## config.mk

```make
export PLATFORM = sky130hd
export DESIGN_NAME = ptm_ctrl
export DESIGN_NICKNAME = d
export VERILOG_FILES = /design/src/design/ptm_pkg.sv /design/src/design/ptm_ctrl.sv
export SDC_FILE = /design/constraint.sdc
export NUM_CORES = 1
export LEC_CHECK = 0
export BUFFER_PORTS_ARGS = -buffer_cell sky130_fd_sc_hd__buf_2
export CAP_MARGIN = 20
export CELL_PAD_IN_SITES_DETAIL_PLACEMENT = 1
export CELL_PAD_IN_SITES_GLOBAL_PLACEMENT = 2
export CORE_MARGIN = 3
export CORE_UTILIZATION = 20
export DETAILED_ROUTE_END_ITERATION = 10
export PLACE_DENSITY = 0.84
export SLEW_MARGIN = 20
export SYNTH_ARGS = -nofsm -noshare
export SYNTH_HDL_FRONTEND = slang
export SYNTH_SLANG_ARGS = --single-unit
```

## constraint.sdc

```tcl
create_clock -name clk -period 1.85 [get_ports clk]
set_input_delay 0.555 -clock clk [delete_from_list [all_inputs] [get_ports clk]]
set_output_delay 0.555 -clock clk [all_outputs]
set_load 0.05 [all_outputs]
```

## src/design/ptm_pkg.sv

```systemverilog
// shared constants, codes and control types for the page table mapper
`timescale 1ns / 1ps

package ptm_pkg;

  localparam int PTM_POOL_PAGES    = 16;
  localparam int PTM_MAX_RUN       = 64;
  localparam int ENTRIES_PER_TABLE = 512;
  localparam int IDX_W             = $clog2(ENTRIES_PER_TABLE);
  localparam int VPN_W             = 36;
  localparam int PG_SHIFT          = 12;
  localparam int ENTRY_W           = VPN_W + PG_SHIFT;
  localparam int CNT_W             = 7;
  localparam int OFF_W             = 6;
  localparam int ADD_W             = 2;
  localparam int LV_W              = 2;

  localparam logic [PG_SHIFT-1:0] TABLE_FLAGS = 12'h003;
  localparam logic [PG_SHIFT-1:0] LEAF_FLAGS  = 12'h447;

  typedef enum logic [1:0] {
    ST_OK      = 2'd0,
    ST_REMAP   = 2'd1,
    ST_NO_POOL = 2'd2,
    ST_PA_ZERO = 2'd3
  } ptm_code_t;

  localparam logic [LV_W-1:0] LV_LEAF = 2'd3;

  typedef enum logic [3:0] {
    S_CLEAR,
    S_IDLE,
    S_START,
    S_PAGE,
    S_READ,
    S_CHECK,
    S_ZERO,
    S_LINK,
    S_EMIT
  } ptm_state_t;

  typedef struct packed {
    logic      load_req;
    logic      page_start;
    logic      set_st;
    ptm_code_t st_code;
    logic      rd;
    logic      sweep_wr;
    logic      sweep_all;
    logic      alloc_link;
    logic      descend;
    logic      write_leaf;
    logic      load_out;
  } ptm_cmd_t;

  typedef struct packed {
    logic pa_zero;
    logic cnt_zero;
    logic lv_last;
    logic rdata_zero;
    logic pool_full;
    logic ptr_bad;
    logic sweep_all_done;
    logic sweep_tbl_done;
    logic run_last;
    logic out_free;
  } ptm_flags_t;

endpackage

```

## src/design/ptm_ctrl.sv

```systemverilog
// control state machine: sequences table walk, allocation, clears and result words
`timescale 1ns / 1ps

module ptm_ctrl import ptm_pkg::*; (
  input  logic       clk,
  input  logic       rst,
  input  logic       req_valid,
  output logic       req_ready,
  input  ptm_flags_t flags,
  output ptm_cmd_t   cmd
);

  ptm_state_t state, state_next;

  always_ff @(posedge clk) begin
    if (rst) begin
      state <= S_CLEAR;
    end else begin
      state <= state_next;
    end
  end

  always_comb begin
    state_next = state;
    cmd        = '0;
    req_ready  = 1'b0;
    case (state)
      S_CLEAR: begin
        cmd.sweep_wr  = 1'b1;
        cmd.sweep_all = 1'b1;
        if (flags.sweep_all_done) state_next = S_IDLE;
      end
      S_IDLE: begin
        req_ready = 1'b1;
        if (req_valid) begin
          cmd.load_req = 1'b1;
          state_next   = S_START;
        end
      end
      S_START: begin
        if (flags.pa_zero) begin
          // rejected request: one word with the zero-address code
          cmd.page_start = 1'b1;
          cmd.set_st     = 1'b1;
          cmd.st_code    = ST_PA_ZERO;
          state_next     = S_EMIT;
        end else if (flags.cnt_zero) begin
          state_next = S_IDLE;
        end else begin
          state_next = S_PAGE;
        end
      end
      S_PAGE: begin
        cmd.page_start = 1'b1;
        state_next     = S_READ;
      end
      S_READ: begin
        cmd.rd     = 1'b1;
        state_next = S_CHECK;
      end
      S_CHECK: begin
        if (flags.lv_last) begin
          cmd.write_leaf = 1'b1;
          state_next     = S_EMIT;
        end else if (flags.rdata_zero) begin
          if (flags.pool_full) begin
            cmd.set_st  = 1'b1;
            cmd.st_code = ST_NO_POOL;
            state_next  = S_EMIT;
          end else begin
            state_next = S_ZERO;
          end
        end else if (flags.ptr_bad) begin
          cmd.set_st  = 1'b1;
          cmd.st_code = ST_NO_POOL;
          state_next  = S_EMIT;
        end else begin
          cmd.descend = 1'b1;
          state_next  = S_READ;
        end
      end
      S_ZERO: begin
        // wipe the new table before linking it in
        cmd.sweep_wr = 1'b1;
        if (flags.sweep_tbl_done) state_next = S_LINK;
      end
      S_LINK: begin
        cmd.alloc_link = 1'b1;
        state_next     = S_READ;
      end
      S_EMIT: begin
        if (flags.out_free) begin
          cmd.load_out = 1'b1;
          if (flags.pa_zero || flags.run_last) begin
            state_next = S_IDLE;
          end else begin
            state_next = S_PAGE;
          end
        end
      end
      default: begin
        state_next = S_CLEAR;
      end
    endcase
  end

endmodule

```

==> results of run 1 <==
## worst max-delay path: stages
cell,delay [ps]
buf_2,100
or3_4,420
o21bai_4,160
buf_6,180
## power by group
part | internal, mW | leakage [nW] | switching, mW
clock | 0.0725 | 0.0138 | 0.0349
sequential | 0.0919 | 0.0337 | 0.00499
combinational | 0.108 | 0.314 | 0.155
## path summary, 6_finish.rpt
| check | cells after the start | from | end |
|---|---|---|---|
| min reg2reg | 2 | state[3] | state[2] |
| max | 4 | flags[7] | cmd[9] |
| max reg2reg | 6 | state[3] | state[1] |
| min | 2 | rst | state[3] |
## cells by family (layout without fill, tap and decap cells)
logic type | after synthesis | in the layout | synth area share (%)
AND/OR/NAND/NOR | 38 | 38 | 50.56
AO/OA/AOI/OAI | 13 | 13 | 18.44
flip-flops | 4 | 4 | 17.88
multiplexers | 1 | 1 | 2.235
buffers and inverters | 10 | 44 | 10.89
## cells in the final DEF (no fill, tap or decap), drive strengths merged
master	count
a21boi	1
a21o	1
a21oi	1
a22oi	1
a31oi	3
and2	1
and3	1
buf	37
clkbuf	4
dfxtp	4
inv	3
mux2i	1
nand2	3
nand2b	2
nor2	8
nor2b	1
nor3	10
nor3b	1
nor4	2
nor4b	3
nor4bb	1
o21ai	4
o21bai	1
o311ai	1
or2	1
or3	3
or4b	1
## Yosys cell counts, types with 2 or more instances
cell       n  area, um^2
clkbuf_1   5       18.77
nand2_1    3       11.26
nor3_1    10       50.05
o21ai_0    4       20.02
dfxtp_1    4       80.08
nor4_1     2       12.51
inv_1      3       11.26
or3_1      2       12.51
nor2_1     8       30.03
nor4b_1    3       26.28
a31oi_1    3       18.77
## layer usage
metal,up-vias,wire (um)
li1,308,-
met1,301,677
met2,8,1063
met3,0,37
met4,0,0
met5,-,0
## stage by stage
| stage | setup TNS, ps | hold WS, ps | utilization [%] | total power [mW] | cells |
|---|---|---|---|---|---|
| final | -336.0 | 565.5 | 43.87 | 0.4679 | 127 |
| after floorplan | -703.1 | 588.2 | - | 0.2585 | 66 |
| after global routing | -692.6 | 558.0 | 43.87 | 0.5052 | 127 |
| after CTS | -381.6 | 552.3 | 42.40 | 0.4702 | 127 |
| after detailed placement | -543.1 | 620.1 | 37.01 | 0.3318 | 124 |
| after global placement | -499.7 | 605.9 | 37.01 | 0.3282 | 124 |
## cell type report
class	count	area (um^2)	share of cell area [%]
Multi-Input combinational cell	52	434.2	48.46
Timing Repair Buffer	38	309.0	34.50
Sequential cell	4	85.08	9.497
Tap cell	27	33.78	3.771
Clock buffer	3	22.52	2.514
Inverter	3	11.26	1.257
## what timing repair did
action                                  CTS  global route
resized for setup                        27            10
endpoints found under the setup margin   12            11
hold endpoints to repair                  0             0
pin swaps                                 1             2
==> qor.yml, run 1 <==
grt_pass1_vias: 681
tightest_slew_ps: 348.3
grtUsageMet3_pct: 2.535
start_util_pct: 21.94
num-nets-final: 115
syn-cell-area_um2: 447.9
drv_slew: 0
htreeDepth: 1
worst-setup-path-type: "in2out"
syn_to_final_growth_pct: 100.0
drive_gt1_share_pct: 62.00
violations: "setup timing"
cts_buffer_depth: 2
first_pass_iters: 4
drtIter0Drc: 4
fmax_mhz: 506.3
viasPerCell: 4.858
skew_ps: 2.629
syn_area_per_cell_um2: 6.787
min_period_ps: 1975
cp-end-kind: "output port"
synth-seq-cells: 4
pre_cts_ws_ps: -174.2
finalCritPeriodShare_pct: 106.8
nFillCells: 268
setup_viol: 3
yosysSeqAreaShare_pct: 17.88
arrival_ps: 1420
ir_drop_uv: 213.6
drc: 0
die_h_um: 53.33
fp.dieW_um: 53.33
async_flop_share_pct: 0
numCtsBuffers: 3
grt_pass1_wl_mm: 3.029
fin_area_um2: 895.9
placed_area_um2: 755.7
netlist-cell-type-count: 30
gr-usage-met1_pct: 16.36
ctsHoldBuffers: 0
path_clk_slew_ps: 40
antenna_cells: 0
totalWireLength_mm: 1.778
ant_nets: 0
synth_edf_count: 0
core_area_um2: 2042
rows: 16
clk_latency_ps: 230
grt-ovfl-total: 0
path_max_fanout: 3
dp_hpwl_mm: 1.422
grt_use_total_pct: 14.70
grt_setup_unrepaired: "yes"
top_usage_layer: "met2"
cts_tree: "yes"
gp_congestion: 0.7794
die-area_um2: 2844
vias: 617
r2r_slack_ps: 220
postSynthCellCount: 66
yosysWarnings: 0
antenna_found_initial: 0
drv_cap: 0
layout_top_registers: "state x4"
worstSetupStartpointType: "input port"
grt_max_degree: 13
largest_register_ffs: 4
hold_violations: 0
p_leak_nw: 0.3613
io_pins: 26
io_buffers: 25
crit_required_ps: 1290
setup_ws_ps: -125.0
cts_setup_buffers: 0
power.density_nw_per_um2: 522.3
hp-class: "in2reg"
root_buffer: "clkbuf_4"
synth-main-ff-cell: "dfxtp_1"
clock-sinks: 4
top_register: "state"
grtUsageMet2_pct: 27.35
wl_per_cell_um: 14.00
outcome: "finished, violations left"
syn-num-nets: 79
slew_headroom_pct: 76.12
(Power assumes the default switching activity.)
==> run 2: changes to the inputs <==
SKIP_CTS_REPAIR_TIMING = 1   (was not set)
==> qor.yml, run 2 (synthesis gave the netlist of run 1 again) <==
outcome: "finished, violations left"
violations: "setup timing"
worst_r2r_endpoint: "state[1]"
grt_setup_unrepaired: "yes"
dp_hpwl_mm: 1.422
setup_ws_ps: -118.0
drc: 0
r2r_start: "state[3]"
r2r_slack_ps: 140
gp_congestion: 0.7794
antenna_cells: 0
switching_share_pct: 41.87
critPathLaunch: "state[3]"
hp-class: "in2reg"
syn_to_final_growth_pct: 105.6
worst-setup-path-type: "reg2out"
p_int_mw: 0.2758
vias: 643
fp.dieW_um: 53.33
start_util_pct: 21.94
clock-sinks: 4
io_buffers: 25
largest_register_ffs: 4
grt_use_total_pct: 14.00
root_buffer: "clkbuf_4"
p_sw_mw: 0.1986
r2r_cells: 7
tightest_slew_ps: 401.6
setup_viol: 3
layout_common_cells: "buf_4 (15), buf_2 (14), buf_6 (11)"
layout_commonest_cell: "buf_4"
grt_max_degree: 13
power.density_nw_per_um2: 515.1
grt_pass1_vias: 662
cts_tree: "yes"
htreeDepth: 1
layout_top_registers: "state x4"
drive_gt1_share_pct: 62.86
die-area_um2: 2844
cts_buffer_depth: 2
combinationalPowerShare_pct: 56.4
antenna_found_initial: 0
totalWireLength_mm: 1.962
skew_ps: 3.736
path_max_fanout: 3
ant_nets: 0
die_h_um: 53.33
drv_slew: 0
min_period_ps: 1968
fmax_mhz: 508.1
io_pins: 26
top_register: "state"
critPathCapture: "cmd[9]"
grt-ovfl-total: 0
crit_required_ps: 1290
drtIter0Drc: 8
worstSetupStartpointType: "register"
arrival_ps: 1410
cp-end-kind: "output port"
clk_latency_ps: 230
wl_per_cell_um: 14.86
drv_cap: 0
nFillCells: 269
path_clk_slew_ps: 40
numCtsBuffers: 3
slew_headroom_pct: 72.46
p_seq_share_pct: 20.7
rows: 16
grt_pass1_wl_mm: 2.904
ir_drop_uv: 224.4
pre_cts_ws_ps: -174.2
viasPerCell: 4.871
p_leak_nw: 0.3884
finalCritPeriodShare_pct: 106.4
fin_util_pct: 45.10
first_pass_iters: 4
p_clk_share_pct: 22.8
num-nets-final: 120
hold_violations: 0
core_area_um2: 2042
[run 2: cell types whose count changed in the layout (fill, tap and decap cells not counted)]
cell,before,now
buf_4,10,15
dfxtp_4,1,0
buf_2,13,14
buf_8,1,2
nand2b_1,0,1
buf_6,13,11
nor2_2,2,1
nor2_1,5,6
nand2_1,2,1
nand2_2,1,2
nand2b_4,2,1
dfxtp_2,1,2
[run 2: worst min path at each step]
stage	to	depth (start not counted)	slack, ps	startpoint
after CTS	state[3]	2	550	rst
final	state[3]	2	560	rst
after global routing	state[0]	2	560	rst
after detailed placement	state[2]	2	620	state[3]
after global placement	state[2]	2	610	state[3]
after floorplan	state[0]	3	590	state[0]
[run 2: cell type report]
| cell class | count | area (um^2) | share of cell area (%) |
|---|---|---|---|
| Clock buffer | 3 | 22.52 | 2.446 |
| Tap cell | 27 | 33.78 | 3.668 |
| Inverter | 3 | 11.26 | 1.223 |
| Multi-Input combinational cell | 52 | 426.7 | 46.33 |
| Timing Repair Buffer | 43 | 344.1 | 37.36 |
| Sequential cell | 4 | 82.58 | 8.967 |
[run 2: power groups by stage]
stage	Clock (mW)	Combinational, mW	Sequential, mW
after floorplan	0	0.160	0.0986
after global placement	0	0.231	0.0976
after detailed placement	0	0.234	0.0982
after CTS	0.115	0.235	0.0969
after global routing	0.126	0.286	0.0989
final	0.108	0.268	0.0983
[run 2: metrics by stage]
stage	power, mW	std cells	area (um^2)	hold slack [ps]	TNS, ps
floorplan	0.2585	66	543.0	588.2	-703.1
global placement	0.3282	124	755.7	605.9	-499.7
detailed placement	0.3318	124	755.7	620.1	-543.1
CTS	0.4466	127	778.2	552.3	-1509
global route	0.5109	132	920.9	558.3	-585.8
finish	0.4744	132	920.9	561.5	-339.2
[run 2: critical path, cell delays in order (launching register included)]
cell and delay [ps]:
dfxtp_1 310, nand2b_4 140, or3_4 400, o21bai_4 150, buf_6 180
[run 2: metal layers]
metal | track usage (%) | routed length [um] | vias up
met2 | 25.51 | 1157 | 12
met5 | 0 | 0 | -
met4 | 5.106 | 23 | 0
met3 | 2.535 | 44 | 2
met1 | 15.86 | 737 | 312
li1 | - | - | 317
==> run 3: changes to the inputs <==
CORE_UTILIZATION = 21   (was 20)
PLACE_DENSITY = 0.87   (was 0.84)
clock period = 2.5 ns   (was 1.85 ns; I/O delays follow)
==> qor.yml, run 3 (synthesis gave the netlist of run 1 again) <==
r2r_start: "state[2]"
top_register: "state"
fmax_mhz: 412.9
io_buffers: 25
die_h_um: 52.19
syn_to_final_growth_pct: 44.13
critPathLaunch: "flags[7]"
drive_gt1_share_pct: 43.96
drv_cap: 0
cp-end-kind: "output port"
power.density_nw_per_um2: 448.2
antenna_found_initial: 0
clock-sinks: 4
grt_use_total_pct: 12.84
crit_required_ps: 1750
ant_nets: 0
dp_cells: 115
layout_common_cells: "buf_2 (25), nor3_1 (8), nor2_1 (7)"
path_clk_slew_ps: 30
grt_pass1_vias: 605
instances_no_fill: 118
slew_headroom_pct: 74.25
num-nets-final: 106
grt_pass1_wl_mm: 2.656
largest_register_ffs: 4
tightest_slew_ps: 381.1
hp-class: "reg2reg"
io_pins: 26
grt_setup_unrepaired: "no"
vias: 576
layout_commonest_cell: "buf_2"
drc: 0
grt_max_degree: 18
fp.dieW_um: 52.19
setup_viol: 0
fin_util_pct: 32.58
skew_ps: 1.943
numCtsBuffers: 3
pre_cts_ws_ps: 70.71
min_period_ps: 2422
gp_congestion: 0.7522
path_max_fanout: 3
clk_latency_ps: 230
cts_tree: "yes"
worst-setup-path-type: "in2out"
viasPerCell: 4.881
outcome: "completed"
die-area_um2: 2723
core_area_um2: 1982
wl_per_cell_um: 13.21
ir_drop_uv: 122.3
drtIter0Drc: 2
root_buffer: "clkbuf_4"
hold_violations: 0
fin_tns_setup_ps: 0
nFillCells: 265
totalWireLength_mm: 1.559
start_util_pct: 22.60
cts_buffer_depth: 2
grt-ovfl-total: 0
setup_ws_ps: 77.94
worstSetupStartpointType: "input port"
rows: 16
min-delay-start: "state[3]"
p_leak_nw: 0.2937
arrival_ps: 1670
htreeDepth: 1
finalCritPeriodShare_pct: 96.88
drv_slew: 0
dp_hpwl_mm: 1.297
layout_top_registers: "state x4"
first_pass_iters: 4
antenna_cells: 0
-- run 3: changes by cell type in the layout (fill, tap and decap cells not counted), sizes merged --
cell	delta
clkbuf	-1
buf	-13
-- run 3: worst max-delay path: stages --
cell and delay [ps]:
buf_2 100, or3_4 400, o21bai_2 150, buf_2 270
-- run 3: cell type report --
type | count | area [um^2] | area share (%)
Clock buffer | 3 | 22.52 | 3.488
Inverter | 3 | 11.26 | 1.744
Multi-Input combinational cell | 52 | 342.8 | 53.10
Sequential cell | 4 | 80.08 | 12.40
Tap cell | 27 | 33.78 | 5.233
Timing Repair Buffer | 29 | 155.1 | 24.03
-- run 3: final timing paths --
| check | slack [ps] | depth (start not counted) | to |
|---|---|---|---|
| setup / recovery | 80 | 4 | cmd[8] |
| hold / removal | 670 | 2 | state[2] |
| setup reg to reg | 770 | 4 | state[1] |
| hold reg to reg | 670 | 2 | state[2] |
-- run 3: power by group --
part           switching (mW)  internal [mW]
sequential            0.00564         0.0684
combinational          0.0961         0.0431
clock                  0.0227         0.0534
total                   0.124          0.165
-- run 3: stage by stage --
| stage | area [um^2] | power, mW | hold slack (ps) |
|---|---|---|---|
| after floorplan | 471.7 | 0.1740 | 587.9 |
| after global placement | 623.1 | 0.2122 | 647.6 |
| after detailed placement | 623.1 | 0.2152 | 672.8 |
| after CTS | 645.6 | 0.2955 | 688.4 |
| after global routing | 645.6 | 0.3113 | 708.4 |
| final | 645.6 | 0.2894 | 673.3 |
-- run 3: layer usage --
layer | part of all wire [%] | wire, um | up-vias | global-route usage [%]
li1 | - | - | 291 | -
met1 | 43 | 664 | 276 | 14.90
met2 | 53 | 828 | 7 | 22.80
met3 | 3.3 | 51 | 2 | 1.709
met4 | 0.90 | 14 | 0 | 6.383
met5 | 0 | 0 | - | 0
